===== config.mk =====
export PLATFORM = sky130hd
export DESIGN_NAME = bezier_easing_evaluator_flat
export DESIGN_NICKNAME = d
export VERILOG_FILES = /design/src/design/bze_pkg.sv /design/src/design/bze_in_if.sv /design/src/design/bze_out_if.sv /design/src/design/bze_ctrl.sv /design/src/design/bze_dp.sv /design/src/design/bezier_easing_evaluator.sv /design/src/flat_wrapper.sv
export SDC_FILE = /design/constraint.sdc
export NUM_CORES = 2
export LEC_CHECK = 0
export ABC_CLOCK_PERIOD_IN_PS = 22600
export BUFFER_PORTS_ARGS = -buffer_cell sky130_fd_sc_hd__buf_2
export CAP_MARGIN = 20
export CORE_MARGIN = 8
export CORE_UTILIZATION = 65
export CTS_BUF_LIST = sky130_fd_sc_hd__clkbuf_4 sky130_fd_sc_hd__clkbuf_8
export DETAILED_ROUTE_END_ITERATION = 10
export GPL_TIMING_DRIVEN = 0
export PLACE_DENSITY = 0.82
export SYNTH_ARGS = -nofsm -noshare
export SYNTH_HDL_FRONTEND = slang
export SYNTH_HIERARCHICAL = 1
export SYNTH_SLANG_ARGS = --single-unit

===== constraint.sdc =====
create_clock -name clk -period 22.6 [get_ports clk]
set_clock_uncertainty 0.05 [all_clocks]
set_input_delay 6.78 -clock clk [delete_from_list [all_inputs] [get_ports clk]]
set_output_delay 6.78 -clock clk [all_outputs]
set_load 0.02 [all_outputs]

===== src/design/bze_pkg.sv =====
// Shared types, constants and codes for the cubic Bezier easing evaluator.
package bze_pkg;

	localparam int DEF_FRAC_BITS = 16;
	localparam int X_W           = 17;
	localparam int BYTE_W        = 8;
	localparam int LIMIT_W       = 4;
	localparam logic [LIMIT_W-1:0] LIMIT_RESET = 4'd12;

	localparam int NORM_DIV  = 127;
	localparam int NORM_HALF = 63;
	// n / 127 == (n * RECIP_M) >> RECIP_S for every n below 16644
	localparam int RECIP_M   = 16514;
	localparam int RECIP_S   = 21;

	typedef enum logic [4:0] {
		S_IDLE,
		S_N0,
		S_N1,
		S_N2,
		S_N3,
		S_KSET,
		S_LT2,
		S_LT3,
		S_LM0,
		S_LM1,
		S_LM2,
		S_LUPD,
		S_FT2,
		S_FT3,
		S_FR2,
		S_FA1,
		S_FA2,
		S_FB1,
		S_FB2,
		S_FY,
		S_DONE
	} bze_state_t;

	typedef enum logic [4:0] {
		OP_NONE,
		OP_LOAD,
		OP_NORM,
		OP_KSET,
		OP_T2,
		OP_T3,
		OP_M0,
		OP_M1,
		OP_M2,
		OP_UPD,
		OP_FT2,
		OP_R2,
		OP_A1,
		OP_A2,
		OP_B1,
		OP_B2,
		OP_YSUM,
		OP_EMIT
	} bze_op_t;

	typedef enum logic [1:0] {
		COEF_P1X,
		COEF_P2X,
		COEF_P1Y,
		COEF_P2Y
	} bze_coef_t;

	typedef struct packed {
		bze_op_t   op;
		bze_coef_t coef;
	} bze_cmd_t;

	typedef struct packed {
		logic bypass;
		logic limit_zero;
		logic f_zero;
		logic last_step;
		logic out_free;
	} bze_status_t;

endpackage


===== src/design/bze_in_if.sv =====
// Input channel: progress value and raw control-point bytes.
interface bze_in_if;
	import bze_pkg::*;

	logic              valid;
	logic              ready;
	logic [X_W-1:0]    x_in;
	logic [BYTE_W-1:0] p1_x_byte;
	logic [BYTE_W-1:0] p1_y_byte;
	logic [BYTE_W-1:0] p2_x_byte;
	logic [BYTE_W-1:0] p2_y_byte;

	modport source (
		output valid, x_in, p1_x_byte, p1_y_byte, p2_x_byte, p2_y_byte,
		input  ready
	);
	modport sink (
		input  valid, x_in, p1_x_byte, p1_y_byte, p2_x_byte, p2_y_byte,
		output ready
	);
endinterface


===== src/design/bze_out_if.sv =====
// Output channel: eased value with bypass flag and step count.
interface bze_out_if;
	import bze_pkg::*;

	logic               valid;
	logic               ready;
	logic [X_W-1:0]     y_out;
	logic               linear_bypass;
	logic [LIMIT_W-1:0] steps_taken;

	modport source (
		output valid, y_out, linear_bypass, steps_taken,
		input  ready
	);
	modport sink (
		input  valid, y_out, linear_bypass, steps_taken,
		output ready
	);
endinterface


===== src/design/bze_ctrl.sv =====
// Sequencer that steps the shared-multiplier datapath through one evaluation.
module bze_ctrl (
	input  logic                  clk,
	input  logic                  arst_n,
	input  logic                  in_valid,
	output logic                  in_ready,
	input  bze_pkg::bze_status_t  status,
	output bze_pkg::bze_cmd_t     cmd
);
	import bze_pkg::*;

	bze_state_t state_q;
	bze_state_t state_d;

	always_ff @(posedge clk or negedge arst_n) begin
		if (!arst_n) begin
			state_q <= S_IDLE;
		end else begin
			state_q <= state_d;
		end
	end

	always_comb begin
		state_d = state_q;
		unique case (state_q)
			S_IDLE: begin
				if (in_valid) state_d = S_N0;
			end
			S_N0: begin
				state_d = status.bypass ? S_DONE : S_N1;
			end
			S_N1:   state_d = S_N2;
			S_N2:   state_d = S_N3;
			S_N3:   state_d = S_KSET;
			S_KSET: begin
				state_d = status.limit_zero ? S_FT2 : S_LT2;
			end
			S_LT2:  state_d = S_LT3;
			S_LT3:  state_d = S_LM0;
			S_LM0:  state_d = S_LM1;
			S_LM1:  state_d = S_LM2;
			S_LM2:  state_d = S_LUPD;
			S_LUPD: begin
				if (status.f_zero || status.last_step) state_d = S_FT2;
				else state_d = S_LT2;
			end
			S_FT2:  state_d = S_FT3;
			S_FT3:  state_d = S_FR2;
			S_FR2:  state_d = S_FA1;
			S_FA1:  state_d = S_FA2;
			S_FA2:  state_d = S_FB1;
			S_FB1:  state_d = S_FB2;
			S_FB2:  state_d = S_FY;
			S_FY:   state_d = S_DONE;
			S_DONE: begin
				if (status.out_free) state_d = S_IDLE;
			end
			default: state_d = S_IDLE;
		endcase
	end

	always_comb begin
		in_ready = 1'b0;
		cmd.op   = OP_NONE;
		cmd.coef = COEF_P1X;
		unique case (state_q)
			S_IDLE: begin
				in_ready = 1'b1;
				if (in_valid) cmd.op = OP_LOAD;
			end
			S_N0: begin
				cmd.op   = OP_NORM;
				cmd.coef = COEF_P1X;
			end
			S_N1: begin
				cmd.op   = OP_NORM;
				cmd.coef = COEF_P2X;
			end
			S_N2: begin
				cmd.op   = OP_NORM;
				cmd.coef = COEF_P1Y;
			end
			S_N3: begin
				cmd.op   = OP_NORM;
				cmd.coef = COEF_P2Y;
			end
			S_KSET: cmd.op = OP_KSET;
			S_LT2:  cmd.op = OP_T2;
			S_LT3:  cmd.op = OP_T3;
			S_LM0:  cmd.op = OP_M0;
			S_LM1:  cmd.op = OP_M1;
			S_LM2:  cmd.op = OP_M2;
			S_LUPD: cmd.op = OP_UPD;
			S_FT2:  cmd.op = OP_FT2;
			S_FT3:  cmd.op = OP_T3;
			S_FR2:  cmd.op = OP_R2;
			S_FA1:  cmd.op = OP_A1;
			S_FA2:  cmd.op = OP_A2;
			S_FB1:  cmd.op = OP_B1;
			S_FB2:  cmd.op = OP_B2;
			S_FY:   cmd.op = OP_YSUM;
			S_DONE: begin
				if (status.out_free) cmd.op = OP_EMIT;
			end
			default: cmd.op = OP_NONE;
		endcase
	end

endmodule


===== src/design/bze_dp.sv =====
// Datapath: operand registers, one shared fixed-point multiplier, output register.
module bze_dp #(
	parameter int FRAC_BITS = bze_pkg::DEF_FRAC_BITS
) (
	input  logic                         clk,
	input  logic                         arst_n,
	input  bze_pkg::bze_cmd_t            cmd,
	output bze_pkg::bze_status_t         status,
	input  logic                         cfg_we,
	input  logic [bze_pkg::LIMIT_W-1:0]  cfg_wdata,
	input  logic [bze_pkg::X_W-1:0]      x_in,
	input  logic [bze_pkg::BYTE_W-1:0]   p1_x_byte,
	input  logic [bze_pkg::BYTE_W-1:0]   p1_y_byte,
	input  logic [bze_pkg::BYTE_W-1:0]   p2_x_byte,
	input  logic [bze_pkg::BYTE_W-1:0]   p2_y_byte,
	input  logic                         out_ready,
	output logic                         out_valid,
	output logic [bze_pkg::X_W-1:0]      y_out,
	output logic                         linear_bypass,
	output logic [bze_pkg::LIMIT_W-1:0]  steps_taken
);
	import bze_pkg::*;

	localparam int XW    = FRAC_BITS + 1;
	localparam int AW    = FRAC_BITS + 4;
	localparam int FW    = FRAC_BITS + 6;
	localparam int PW    = AW - 1 + XW;
	localparam int CW    = (XW > X_W) ? XW : X_W;
	localparam int ONE_I = 1 << FRAC_BITS;
	localparam int NQ    = ONE_I / NORM_DIV;
	localparam int NR    = ONE_I % NORM_DIV;
	localparam logic [XW-1:0] ONE = XW'(ONE_I);

	function automatic logic [6:0] clamp_byte(input logic [BYTE_W-1:0] b);
		return b[7] ? 7'(NORM_DIV) : b[6:0];
	endfunction

	logic [XW-1:0]        x_q;
	logic [6:0]           b1x_q, b1y_q, b2x_q, b2y_q;
	logic                 bypass_q;
	logic [XW-1:0]        p1x_q, p1y_q, p2x_q, p2y_q;
	logic signed [AW-1:0] k0_q, k1_q, k2_q;
	logic [XW-1:0]        t_q, t2_q, t3_q, r_q, r2_q, y_q;
	logic signed [AW-1:0] m_q;
	logic signed [FW-1:0] f_q;
	logic [AW-1:0]        acc_q;
	logic [LIMIT_W-1:0]   steps_q;
	logic [LIMIT_W-1:0]   limit_q;
	logic                 out_valid_q;
	logic [X_W-1:0]       y_out_q;
	logic                 bypass_out_q;
	logic [LIMIT_W-1:0]   steps_out_q;

	logic [6:0]           c1x, c1y, c2x, c2y;
	logic [XW-1:0]        x_clamp;
	logic [6:0]           nv;
	logic [13:0]          nn;
	logic [28:0]          nprod;
	logic [XW-1:0]        norm_val;
	logic signed [AW-1:0] ep1, ep2, one_s;
	logic signed [AW-1:0] a_sel;
	logic [XW-1:0]        b_sel;
	logic signed [AW-1:0] a_abs;
	logic [PW-1:0]        prod;
	logic [AW-1:0]        pq;
	logic signed [AW-1:0] mul_res;
	logic [XW-1:0]        mul_u;
	logic signed [FW-1:0] m_ext, x_ext, f_sum, f_adj, f_half;
	logic signed [FW:0]   t_new;
	logic [XW-1:0]        t_clamp;
	logic [AW-1:0]        m3;
	logic [AW-1:0]        y_sum;
	logic [XW-1:0]        y_clamp;

	// input conditioning
	always_comb begin
		c1x = clamp_byte(p1_x_byte);
		c1y = clamp_byte(p1_y_byte);
		c2x = clamp_byte(p2_x_byte);
		c2y = clamp_byte(p2_y_byte);
		x_clamp = (CW'(x_in) > CW'(ONE)) ? ONE : XW'(x_in);
	end

	// byte to fraction: round(v * ONE / 127) split into v*NQ + (v*NR + 63) / 127
	always_comb begin
		unique case (cmd.coef)
			COEF_P1X: nv = b1x_q;
			COEF_P2X: nv = b2x_q;
			COEF_P1Y: nv = b1y_q;
			COEF_P2Y: nv = b2y_q;
			default:  nv = b1x_q;
		endcase
		nn       = 14'(nv) * 14'(NR) + 14'(NORM_HALF);
		nprod    = 29'(nn) * 29'(RECIP_M);
		norm_val = XW'(nv) * XW'(NQ) + XW'(nprod[28:RECIP_S]);
	end

	// coefficients
	always_comb begin
		ep1   = $signed({{(AW-XW){1'b0}}, p1x_q});
		ep2   = $signed({{(AW-XW){1'b0}}, p2x_q});
		one_s = $signed({{(AW-XW){1'b0}}, ONE});
	end

	// shared multiplier, magnitude truncated, b operand never negative
	always_comb begin
		unique case (cmd.op)
			OP_T2, OP_FT2, OP_B1: a_sel = $signed({{(AW-XW){1'b0}}, t_q});
			OP_T3, OP_A1:         a_sel = $signed({{(AW-XW){1'b0}}, t2_q});
			OP_M0:                a_sel = k0_q;
			OP_M1:                a_sel = k1_q;
			OP_M2:                a_sel = k2_q;
			OP_R2:                a_sel = $signed({{(AW-XW){1'b0}}, r_q});
			OP_A2, OP_B2:         a_sel = m_q;
			default:              a_sel = '0;
		endcase
		unique case (cmd.op)
			OP_T2, OP_FT2, OP_T3, OP_M2: b_sel = t_q;
			OP_M0:                       b_sel = t3_q;
			OP_M1:                       b_sel = t2_q;
			OP_R2, OP_A1:                b_sel = r_q;
			OP_A2:                       b_sel = p2y_q;
			OP_B1:                       b_sel = r2_q;
			OP_B2:                       b_sel = p1y_q;
			default:                     b_sel = '0;
		endcase
		a_abs   = a_sel[AW-1] ? -a_sel : a_sel;
		prod    = PW'(a_abs[AW-2:0]) * PW'(b_sel);
		pq      = prod[PW-1:FRAC_BITS];
		mul_res = a_sel[AW-1] ? -$signed(pq) : $signed(pq);
		mul_u   = mul_res[XW-1:0];
	end

	// residual and relaxation step
	always_comb begin
		m_ext  = $signed({{(FW-AW){m_q[AW-1]}}, m_q});
		x_ext  = $signed({{(FW-XW){1'b0}}, x_q});
		f_sum  = f_q + m_ext;
		f_adj  = f_sum + $signed({{(FW-1){1'b0}}, f_sum[FW-1]});
		f_half = f_adj >>> 1;
		t_new  = $signed({{(FW+1-XW){1'b0}}, t_q}) - $signed({f_half[FW-1], f_half});
		if (t_new[FW]) begin
			t_clamp = '0;
		end else if (t_new > $signed({{(FW+1-XW){1'b0}}, ONE})) begin
			t_clamp = ONE;
		end else begin
			t_clamp = t_new[XW-1:0];
		end
	end

	// final sum, terms are non-negative here
	always_comb begin
		m3      = AW'({m_q[AW-2:0], 1'b0}) + AW'(m_q);
		y_sum   = acc_q + m3;
		y_clamp = (y_sum > AW'(ONE)) ? ONE : y_sum[XW-1:0];
	end

	always_ff @(posedge clk) begin
		unique case (cmd.op)
			OP_LOAD: begin
				x_q      <= x_clamp;
				b1x_q    <= c1x;
				b1y_q    <= c1y;
				b2x_q    <= c2x;
				b2y_q    <= c2y;
				bypass_q <= (c1x == c1y) && (c2x == c2y);
				steps_q  <= '0;
			end
			OP_NORM: begin
				unique case (cmd.coef)
					COEF_P1X: p1x_q <= norm_val;
					COEF_P2X: p2x_q <= norm_val;
					COEF_P1Y: p1y_q <= norm_val;
					COEF_P2Y: p2y_q <= norm_val;
					default:  p1x_q <= norm_val;
				endcase
			end
			OP_KSET: begin
				k0_q <= one_s + (ep1 <<< 1) + ep1 - (ep2 <<< 1) - ep2;
				k1_q <= (ep2 <<< 1) + ep2 - (ep1 <<< 2) - (ep1 <<< 1);
				k2_q <= (ep1 <<< 1) + ep1;
				t_q  <= x_q;
			end
			OP_T2:  t2_q <= mul_u;
			OP_FT2: begin
				t2_q <= mul_u;
				r_q  <= ONE - t_q;
			end
			OP_T3:  t3_q <= mul_u;
			OP_M0:  m_q  <= mul_res;
			OP_M1: begin
				m_q <= mul_res;
				f_q <= m_ext - x_ext;
			end
			OP_M2: begin
				m_q <= mul_res;
				f_q <= f_sum;
			end
			OP_UPD: begin
				if (f_sum != '0) begin
					t_q     <= t_clamp;
					steps_q <= steps_q + 1'b1;
				end
			end
			OP_R2:  r2_q <= mul_u;
			OP_A1, OP_A2, OP_B2: m_q <= mul_res;
			OP_B1: begin
				m_q   <= mul_res;
				acc_q <= AW'(t3_q) + m3;
			end
			OP_YSUM: y_q <= y_clamp;
			OP_EMIT: begin
				y_out_q      <= bypass_q ? X_W'(x_q) : X_W'(y_q);
				bypass_out_q <= bypass_q;
				steps_out_q  <= steps_q;
			end
			default: begin
			end
		endcase
	end

	always_ff @(posedge clk or negedge arst_n) begin
		if (!arst_n) begin
			limit_q     <= LIMIT_RESET;
			out_valid_q <= 1'b0;
		end else begin
			if (cfg_we) limit_q <= cfg_wdata;
			if (cmd.op == OP_EMIT) begin
				out_valid_q <= 1'b1;
			end else if (out_ready) begin
				out_valid_q <= 1'b0;
			end
		end
	end

	always_comb begin
		status.bypass     = bypass_q;
		status.limit_zero = (limit_q == '0);
		status.f_zero     = (f_sum == '0);
		status.last_step  = ((LIMIT_W+1)'(steps_q) + 1'b1) == (LIMIT_W+1)'(limit_q);
		status.out_free   = !out_valid_q || out_ready;
	end

	assign out_valid     = out_valid_q;
	assign y_out         = y_out_q;
	assign linear_bypass = bypass_out_q;
	assign steps_taken   = steps_out_q;

endmodule


===== src/design/bezier_easing_evaluator.sv =====
// Top level of the cubic Bezier easing evaluator (y from x).
// One transaction is evaluated at a time on a single shared fixed-point
// multiplier that does one product per cycle. A transaction normalises the
// control points, runs at most iteration_limit relaxation passes (12 after
// reset; steps_taken counts those that moved t) and then evaluates y; an
// identity curve goes straight to the result. The input is taken again once
// the result has moved into the output register, which holds it until the
// sink takes it. iteration_limit is meant to be written through cfg_we/cfg_wdata
// only while no transaction is in flight; the block itself does not enforce this.
module bezier_easing_evaluator #(
	parameter int FRAC_BITS = bze_pkg::DEF_FRAC_BITS
) (
	input  logic                        clk,
	input  logic                        arst_n,
	bze_in_if.sink                      sample,
	bze_out_if.source                   result,
	input  logic                        cfg_we,
	input  logic [bze_pkg::LIMIT_W-1:0] cfg_wdata
);
	import bze_pkg::*;

	bze_cmd_t    cmd;
	bze_status_t status;

	bze_ctrl u_ctrl (
		.clk      (clk),
		.arst_n   (arst_n),
		.in_valid (sample.valid),
		.in_ready (sample.ready),
		.status   (status),
		.cmd      (cmd)
	);

	bze_dp #(
		.FRAC_BITS (FRAC_BITS)
	) u_dp (
		.clk           (clk),
		.arst_n        (arst_n),
		.cmd           (cmd),
		.status        (status),
		.cfg_we        (cfg_we),
		.cfg_wdata     (cfg_wdata),
		.x_in          (sample.x_in),
		.p1_x_byte     (sample.p1_x_byte),
		.p1_y_byte     (sample.p1_y_byte),
		.p2_x_byte     (sample.p2_x_byte),
		.p2_y_byte     (sample.p2_y_byte),
		.out_ready     (result.ready),
		.out_valid     (result.valid),
		.y_out         (result.y_out),
		.linear_bypass (result.linear_bypass),
		.steps_taken   (result.steps_taken)
	);

	a_one_in_flight: assert property (@(posedge clk) disable iff (!arst_n)
		sample.valid && sample.ready |=> !sample.ready)
		else $error("second transaction accepted while one is in flight");

	a_emit_free: assert property (@(posedge clk) disable iff (!arst_n)
		cmd.op == OP_EMIT |-> (!result.valid || result.ready))
		else $error("result register overwritten while still pending");

	a_valid_source: assert property (@(posedge clk) disable iff (!arst_n)
		$rose(result.valid) |-> $past(cmd.op == OP_EMIT))
		else $error("result appeared without an emit command");

	a_bypass_steps: assert property (@(posedge clk) disable iff (!arst_n)
		result.valid && result.linear_bypass |-> result.steps_taken == '0)
		else $error("identity result reports relaxation steps");

endmodule

===== src/flat_wrapper.sv =====
// flat-port wrapper written by rule: the top's interface ports become plain ports
module bezier_easing_evaluator_flat import bze_pkg::*;
#(
	parameter int FRAC_BITS = bze_pkg::DEF_FRAC_BITS
)
  (clk, arst_n, cfg_we, cfg_wdata, sample_valid, sample_x_in, sample_p1_x_byte, sample_p1_y_byte, sample_p2_x_byte, sample_p2_y_byte, sample_ready, result_valid, result_y_out, result_linear_bypass, result_steps_taken, result_ready);
  bze_in_if sample_i ();
  bze_out_if result_i ();
  input  logic clk;
  input  logic arst_n;
  input  logic cfg_we;
  input  logic [bze_pkg::LIMIT_W-1:0] cfg_wdata;
  input wire logic [$bits(sample_i.valid)-1:0] sample_valid;
  input wire logic [$bits(sample_i.x_in)-1:0] sample_x_in;
  input wire logic [$bits(sample_i.p1_x_byte)-1:0] sample_p1_x_byte;
  input wire logic [$bits(sample_i.p1_y_byte)-1:0] sample_p1_y_byte;
  input wire logic [$bits(sample_i.p2_x_byte)-1:0] sample_p2_x_byte;
  input wire logic [$bits(sample_i.p2_y_byte)-1:0] sample_p2_y_byte;
  output wire logic [$bits(sample_i.ready)-1:0] sample_ready;
  output wire logic [$bits(result_i.valid)-1:0] result_valid;
  output wire logic [$bits(result_i.y_out)-1:0] result_y_out;
  output wire logic [$bits(result_i.linear_bypass)-1:0] result_linear_bypass;
  output wire logic [$bits(result_i.steps_taken)-1:0] result_steps_taken;
  input wire logic [$bits(result_i.ready)-1:0] result_ready;
  assign sample_i.valid = sample_valid;
  assign sample_i.x_in = sample_x_in;
  assign sample_i.p1_x_byte = sample_p1_x_byte;
  assign sample_i.p1_y_byte = sample_p1_y_byte;
  assign sample_i.p2_x_byte = sample_p2_x_byte;
  assign sample_i.p2_y_byte = sample_p2_y_byte;
  assign sample_ready = sample_i.ready;
  assign result_valid = result_i.valid;
  assign result_y_out = result_i.y_out;
  assign result_linear_bypass = result_i.linear_bypass;
  assign result_steps_taken = result_i.steps_taken;
  assign result_i.ready = result_ready;
  bezier_easing_evaluator #(.FRAC_BITS(FRAC_BITS)) u_core (.clk(clk), .arst_n(arst_n), .sample(sample_i), .result(result_i), .cfg_we(cfg_we), .cfg_wdata(cfg_wdata));
endmodule

==> impl_metrics.csv <==
group,metric,value,unit
floorplanning,fp-row-count,86,
worst_setup_path,start_kind,"input pin",
synthesis,syn-cell-area,36200,µm²
worst_setup_path,slowest_stage,"xor2_1",
synthesis,synth_xor_area_share,6.31,%
flow_run,drv_cap,0,
cts,clock_latency,710,ps
final_layout,drive_above_1_share,9.24,%
worst_setup_path,cp_max_fo,10,
worst_setup_path,arrival,20390,ps
cts,cts_num_sinks,373,
cts,clock-root-buffer,"clkbuf_8",
cts,cts_buffer_depth,3,
synthesis,synth_compound_area_share,11.8,%
synthesis,ys_types,96,
synthesis,synth_simple_gate_area_share,14.0,%
min_path,hp-class,"flop to flop",
route,wl,98.6,mm
synthesis,synth_top_family_by_area,"adder cells",
route,postRouteAntennaNets,0,
outcome,status,"finished, final reports clean",
synthesis,synth_edf_count,363,
floorplanning,core,55100,µm²
sta,period_minus_slack,19970,ps
synthesis,synthMuxAreaShare,1.35,%
worst_setup_path,max_stage_delay,770,ps
global_routing,grt_pass1_wl,154,mm
floorplanning,die_h,252,µm
sta,relSlewSlack,19.7,%
synthesis,syn_nets,4291,
cts,clk_pin_slew,60,ps
sta,slew_viol_final,0,
floorplanning,start_util,65.8,%
cts,post_cts_buffers,0,
final_layout,n_fill_cell,4035,
worst_setup_path,cp_num_buf_inv,14,
route,drc,0,
global_routing,grt_pass1_vias,27700,
synthesis,ys_warn_count,6,
synthesis,syn_inst,3566,
synthesis,synth-main-ff-cell,"edfxtp_1",
sta,finalSetupTns,0,ps
cts,cts.repair.resized,0,
worst_setup_path,cp-end-kind,"flop",
final_layout,finish.net_count,4465,
sta,finalSetupViolCount,0,
route,viasPerCell,6.19,
place,numPortBuffers,81,
final_layout,multi_input_area,23000,µm²
floorplanning,die-width,252,µm
global_routing,grt_overflow_total,0,
route,via_count,28100,
final_layout,seq_area,11200,µm²
synthesis,synth_fa_ha_area_share,29.7,%
sta,tightest_slew,1200,ps
place,place_hpwl,78.9,mm
floorplanning,dieArea,63600,µm²
route,wire_per_inst,21.7,µm
cts,numCtsBuffers,60,
cts,cts_htree_levels,2,
route,detail_route.first_pass.iterations,8,
floorplanning,ios,82,
global_routing,antenna_found_initial,2,
route,drt_iter0_drc,3247,
place,place_congestion,0.993,
sta,fin_crit_sh,88.4,%
worst_setup_path,required,23020,ps
global_routing,grt_start_max_net_pins,34,
final_layout,synthToLayoutAreaGrowth,7.96,%
global_routing,grt_usage,31.1,%
worst_setup_path,path_class,"input pin to flop",
worst_setup_path,crit_top_cell,"clkbuf_1",
sta,rsz0062_at_grt,"false",
synthesis,ys_seq_elements,373,
synthesis,async_flop_share,2.68,%
synthesis,seq_area_frac_synth,30.8,%
sta,max_freq,0.0501,GHz
worst_setup_path,cpLargestDelayFamily,"buffers and inverters",
synthesis,syn_area_per_cell,10.2,µm²
cts,cts_tree,"done",
sta,finalHoldViolCount,0,
cts,postCtsHoldBufs,0,
-- sequential cells by signal, summed over array words and instances (netlist names), 19 cells and up --
signal / count
u_core/u_dp/k1_q: 20
u_core/u_dp/f_q: 22
u_core/u_dp/acc_q: 20
u_core/u_dp/k0_q: 20
u_core/u_dp/k2_q: 19
u_core/u_dp/m_q: 20
-- kinds of logic after synthesis --
group	Yosys count
compound gates	622
buf+inv	572
xor+xnor	261
simple gates	1032
other cells	2
fa+ha+maj	667
flops	373
mux	37
-- placed cells by master (no fill, tap or decap), types with 44 or more instances in the layout --
master and instances:
and2_1 44, nand2_1 286, nor2_1 254, clkbuf_8 62
edfxtp_1 363, a222oi_1 49, buf_2 101, inv_1 468
fa_1 323, nand3_1 59, or2_2 48, nand2b_1 52
nor3_1 57, xor2_1 109, ha_1 344, nor2b_1 72
o21ai_0 93, clkbuf_1 76, a21o_1 45, xnor2_1 152
a21oi_1 166
-- synthesized netlist by cell type (all sizes together) (48+ instances only) --
cell type / instances / area share (%)
inv: 468 / 4.8
fa: 323 / 18
xnor2: 152 / 3.7
xor2: 109 / 2.6
a222oi: 49 / 1.4
or2: 48 / 0.83
nor3: 61 / 0.86
o21ai: 98 / 1.4
nand2b: 52 / 0.90
ha: 344 / 12
edfxtp: 363 / 30
nor2b: 72 / 1.2
nand3: 60 / 0.86
nand2: 286 / 3.0
a21oi: 167 / 2.3
nor2: 261 / 2.7
clkbuf: 77 / 0.80
-- final timing paths --
kind                                                       from                              endpoint  slack, ps  depth (start not counted)
setup / recovery                                   result_ready         u_core/u_dp/m_q[16]$_DFFE_PP_       2630                         47
hold / removal             u_core/u_dp/steps_q[1]$_SDFFCE_PP0P_  u_core/u_dp/steps_taken[1]$_DFFE_PP_        460                          0
setup reg to reg           u_core/u_ctrl/state_q[0]$_DFFE_PN0P_         u_core/u_dp/m_q[16]$_DFFE_PP_       8080                         48
hold reg to reg            u_core/u_dp/steps_q[1]$_SDFFCE_PP0P_  u_core/u_dp/steps_taken[1]$_DFFE_PP_        460                          0
max in group asynchronous                                arst_n    u_core/u_dp/limit_q[2]$_DFFE_PN1P_      16330                          1
min in group asynchronous                                arst_n    u_core/u_dp/limit_q[0]$_DFFE_PN0P_       5920                          1
-- layout make-up --
cell class	count	share of cell area [%]
clock buffer	79	2.51
buffer	104	1.09
sequential	373	28.5
multi-input combinational	2621	58.7
tap	748	2.39
clock inverter	29	0.470
antenna	1	0.00640
timing repair buffer	112	1.81
inverter	468	4.49
-- routing by layer --
metal | vias to the layer above | track usage (%) | routed length, µm
met1 | 13600 | 41.4 | 38100
met5 | - | 0 | 20
met2 | 1488 | 48.2 | 44300
li1 | 12700 | - | -
met3 | 254 | 8.59 | 12000
met4 | 2 | 12.4 | 4260
-- worst reg2reg max path: cells and delay by family (launching register included) --
| family | cells | cell delay (ps) |
|---|---|---|
| buffers and inverters | 14 | 4190 |
| adder cells (fa/ha/maj) | 8 | 3680 |
| AO/OA/AOI/OAI | 11 | 2670 |
| AND/OR/NAND/NOR | 13 | 2210 |
| XOR/XNOR | 2 | 1140 |
| flip-flops | 1 | 420 |
-- through the flow --
step	worst slack (ps)	cell area (µm²)	instances	utilization [%]	hold WS [ps]
floorplan	5500	36200	3566	-	399
global placement	2520	37600	4395	68.2	428
detailed placement	2340	37900	4421	68.8	441
CTS	3050	39100	4529	70.9	456
global route	2030	39100	4534	71.0	467
finish	2630	39100	4535	71.0	460
Power is left out: the tool's default activity adds up to more than one toggle a clock period on the data nets, which glitch-free logic cannot reach.
